**src/hw/rtl/cpid_sqrt_pipe.sv**
```systemverilog
// ----------------------------------------------------------------------------
// cpid_sqrt_pipe
// Integer square root, floor(sqrt(x)), one root bit per stage.
// ----------------------------------------------------------------------------
module cpid_sqrt_pipe #(
    parameter int R = 33
) (
    input  logic             i_clk,
    input  logic             i_en,
    input  logic [2*R-1:0]   i_x,
    output logic [R-1:0]     o_root
);

    localparam int N = 2 * R;

    logic [N-1:0] r_x    [R];
    logic [R+1:0] r_rem  [R];
    logic [R-1:0] r_root [R];

    for (genvar k = 0; k < R; k++) begin : g_step
        logic [N-1:0] w_x;
        logic [R+1:0] w_rem;
        logic [R-1:0] w_root;
        logic [R+3:0] w_tt;
        logic [R+3:0] w_trial;
        logic         w_ge;

        if (k == 0) begin : g_head
            assign w_x    = i_x;
            assign w_rem  = '0;
            assign w_root = '0;
        end else begin : g_body
            assign w_x    = r_x[k-1];
            assign w_rem  = r_rem[k-1];
            assign w_root = r_root[k-1];
        end

        assign w_tt    = {w_rem, w_x[N-1:N-2]};
        assign w_trial = {2'b00, w_root, 2'b01};
        assign w_ge    = (w_tt >= w_trial);

        always_ff @(posedge i_clk) begin
            if (i_en) begin
                r_x[k]    <= {w_x[N-3:0], 2'b00};
                r_rem[k]  <= w_ge ? (R+2)'(w_tt - w_trial) : w_tt[R+1:0];
                r_root[k] <= {w_root[R-2:0], w_ge};
            end
        end
    end

    assign o_root = r_root[R-1];

endmodule

```
**config.mk**
```make
export PLATFORM = sky130hd
export DESIGN_NAME = cpid_sqrt_pipe
export DESIGN_NICKNAME = d
export VERILOG_FILES = /design/src/hw/rtl/cpid_sqrt_pipe.sv
export SDC_FILE = /design/constraint.sdc
export NUM_CORES = 2
export LEC_CHECK = 0
export ABC_CLOCK_PERIOD_IN_PS = 6250
export BUFFER_PORTS_ARGS = -buffer_cell sky130_fd_sc_hd__buf_2
export CORE_MARGIN = 4
export CORE_UTILIZATION = 52
export DETAILED_ROUTE_END_ITERATION = 8
export GPL_TIMING_DRIVEN = 0
export PLACE_DENSITY = 0.68
export SLEW_MARGIN = 20
export SYNTH_ARGS = -nofsm -noshare
export SYNTH_HDL_FRONTEND = slang
export SYNTH_MEMORY_MAX_BITS = 65536
export SYNTH_SLANG_ARGS = --single-unit
```
**constraint.sdc**
```tcl
create_clock -name i_clk -period 6.25 [get_ports i_clk]
set_input_delay 0.9375 -clock i_clk [delete_from_list [all_inputs] [get_ports i_clk]]
set_output_delay 0.9375 -clock i_clk [all_outputs]
set_load 0.05 [all_outputs]
```
==> impl_metrics.tcl <==
set metrics [dict create \
    proportion_of_layout_cells_with_a_drive_suffix_above_1_pct 6.37 \
    syn_area_mm2 0.125 \
    wire_per_inst_um 19.6 \
    critical_path.max_fanout 10 \
    outcome "complete, no violations" \
    clkTransAtPathRegs_ps 60 \
    number_of_max_capacitance_violations_reported 0 \
    worst_pin_slew_ps 1060 \
    grt_pass1_wl_mm 416 \
    ys.flop_type "edfxtp_1" \
    syn_nets 10400 \
    viasPerCell 5.58 \
    clock_path_buffers 4 \
    worst_hold_path_type "input port to flip-flop" \
    rsz0062_at_grt "no" \
    area_of_the_core_mm2 0.238 \
    timing.final.ws_setup_ps 895 \
    pre_cts_ws_ps 968 \
    dpl_cell_area_mm2 0.130 \
    syn_avg_cell_area_um2 12.9 \
    number_of_antenna_violations_at_the_first_check_in_global_routing 3 \
    max-slew-margin-rel_pct 28.8 \
    timing.final.hold_violations 0 \
    rows 179 \
    grt_max_degree 158 \
    p_leak_nw 53.0 \
    post_cts_setup_bufs 0 \
    floorplan.die_area_mm2 0.248 \
    tritoncts_buffers 297 \
    synth_seq_area_share_pct 64.6 \
    most-common-layout-cells "edfxtp_1 (2684), inv_1 (775), nand2_1 (729), ha_1 (596), a21oi_1 (578)" \
    critPathLaunchType "flip-flop" \
    power_density_mw_per_mm2 372 \
    cts.root.buffer_cell "clkbuf_16" \
    dp.final_hpwl_mm 194 \
    resized_cells_post_cts 0 \
    portBuffers 100 \
    timing_max_transition_violations_final 0 \
    setup_viol 0 \
    drt_iter0_markers 5998 \
    cp.buffers_inverters 3 \
    overflow 0 \
    design.portCount 101 \
    number_of_flops_mapped_to_enable_cells_by_yosys 2684 \
    horiz_die_dim_um 498 \
    h-tree-depth 5 \
    path_delay_family "compound AO/OA/AOI/OAI gates" \
    drt.antenna.violating_nets 0 \
    finalCritPeriodShare_pct 85.7 \
    timing.critical_path.slowest_cell_delay_ps 810 \
    worst_path_most_repeated_cell "o21ai_0" \
    routed_wire_length_mm 265 \
    setup_tns_ps 0 \
    dr_total_vias 75300 \
    max_freq_ghz 0.187 \
    ys_warn_count 0 \
    synth_cells 9691 \
    setup.worst_path.class "flip-flop to flip-flop" \
    endpoint_kind "flip-flop" \
    fp.dieH_um 498 \
    clock_latency_ps 930 \
    synth_cell_types 84 \
    period_needed_ps 5350 \
    clock_skew_after_layout_ps 78.1 \
    clock_tree_from_tritoncts "yes" \
    initial_core_util_pct 52.3 \
    place_congestion 0.907 \
    final_routed_drc_violation_total 0 \
    ctsHoldBuffers 0 \
    layout.core_utilization_pct 58.3 \
    layoutNonFillerInstCount 13500 \
    worstPathRequired_ps 6960 \
    worstPathCellList "inv_1, ha_1, or3_1, o22ai_1, o21ai_0, a21boi_0, o21ai_0, a21boi_0, o21ai_0, a41oi_1, clkbuf_1, buf_1, nand2_1, o21ai_0" \
    detail_route.first_pass.iterations 6 \
    synth_async_sr_flop_share_pct 0 \
    critical_path.slowest_cell "a41oi_1" \
    final_net_count 10800 \
    mostFrequentLayoutCell "edfxtp_1" \
    layout-area-overhead-vs-synth_pct 11.5 \
    number_of_global_route_vias_before_repair 74100 \
    clock_sinks 2684 \
    grtUsageTotal_pct 21.0 \
    cp.arrival_ps 6070 \
    max-vdd-ir-drop_uv 263 \
    dp.cells 13000 \
    post-route-cell-area_mm2 0.139 \
    yosys_register_bits 2684 \
]
Yosys cell counts (22+ instances only):
| library cell | count | area (um2) |
|---|---|---|
| o211ai_1 | 22 | 165 |
| xnor2_1 | 432 | 3780 |
| a31oi_1 | 64 | 400 |
| o21bai_1 | 56 | 420 |
| edfxtp_1 | 2684 | 80600 |
| nor3_1 | 253 | 1270 |
| o21a_1 | 109 | 818 |
| xor2_1 | 457 | 4000 |
| a21oi_1 | 578 | 2890 |
| and2_1 | 32 | 200 |
| or3_1 | 100 | 626 |
| o31ai_1 | 65 | 488 |
| nor2_1 | 544 | 2040 |
| a21boi_0 | 33 | 248 |
| ha_1 | 596 | 7460 |
| nor2b_1 | 82 | 513 |
| nand4_1 | 108 | 676 |
| nand2_1 | 729 | 2740 |
| and3_1 | 68 | 425 |
| nand2b_1 | 114 | 713 |
| o21ai_0 | 577 | 2890 |
| a211oi_1 | 44 | 330 |
| clkbuf_1 | 169 | 634 |
| or4_1 | 64 | 480 |
| or2_2 | 29 | 181 |
| mux2_2 | 66 | 743 |
| nand3_1 | 143 | 716 |
| a21o_1 | 251 | 1880 |
| nor4_1 | 142 | 888 |
| inv_1 | 775 | 2910 |
registers in the layout, summed over array words and instances (netlist names):
register,cells
r_root,561
r_x,1056
r_rem,1067
report_power, final:
part,internal (W),total [W],leakage (nW),switching (W)
Sequential,0.0228,0.0244,25.8,0.00159
Clock,0.00985,0.0166,4.50,0.00680
Combinational,0.00430,0.0107,22.6,0.00645
Total,0.0369,0.0518,53.0,0.0148
through the flow:
stage | hold WS [ps] | power, W
2_1_floorplan | 400 | 0.0317
3_3_place_gp | 400 | 0.0368
3_5_place_dp | 405 | 0.0354
4_1_cts | 102 | 0.0523
5_1_grt | 125 | 0.0545
6_report | 181 | 0.0518
routing by layer:
metal / up-vias / global-route usage, % / wire length [um]
met5: - / 0 / 0
met4: 0 / 6.46 / 7940
met3: 478 / 2.56 / 10200
met2: 1633 / 36.0 / 130000
met1: 36500 / 28.3 / 116000
li1: 36700 / - / -
cell type report:
type                            instances  area, um2
Antenna cell                            1       2.50
Buffer                                185        711
Clock buffer                          343       7710
Clock inverter                        167       1520
Fill cell                           19000      99300
Inverter                              779       2920
Multi-Input combinational cell       6043      40500
Sequential cell                      2684      80600
Tap cell                             3167       3960
Timing Repair Buffer                  121       1070
final timing paths:
| check | startpoint | to | slack, ps | depth (start not counted) |
|---|---|---|---|---|
| setup / recovery | r_root[0][925] | r_rem[0][1045] | 900 | 14 |
| hold / removal | i_x[14] | r_x[0][14] | 180 | 1 |
| setup reg to reg | r_root[0][925] | r_rem[0][1045] | 900 | 14 |
| hold reg to reg | r_x[0][264] | r_x[0][330] | 390 | 0 |
cells by family (layout without fill, tap and decap cells):
group	count (synthesis)	count (layout)	synth area share (%)
buffers and inverters	964	1595	2.91
and+or+nand+nor	2517	2517	9.94
muxes	81	81	0.716
adders and majority gates	596	596	5.98
xor gates and xnor gates	889	889	6.24
other	1	2	0.00301
DFF	2684	2684	64.6
AOI/OAI and AO/OA	1959	1959	9.58
Note: power is estimated with default switching activity, not from simulation.
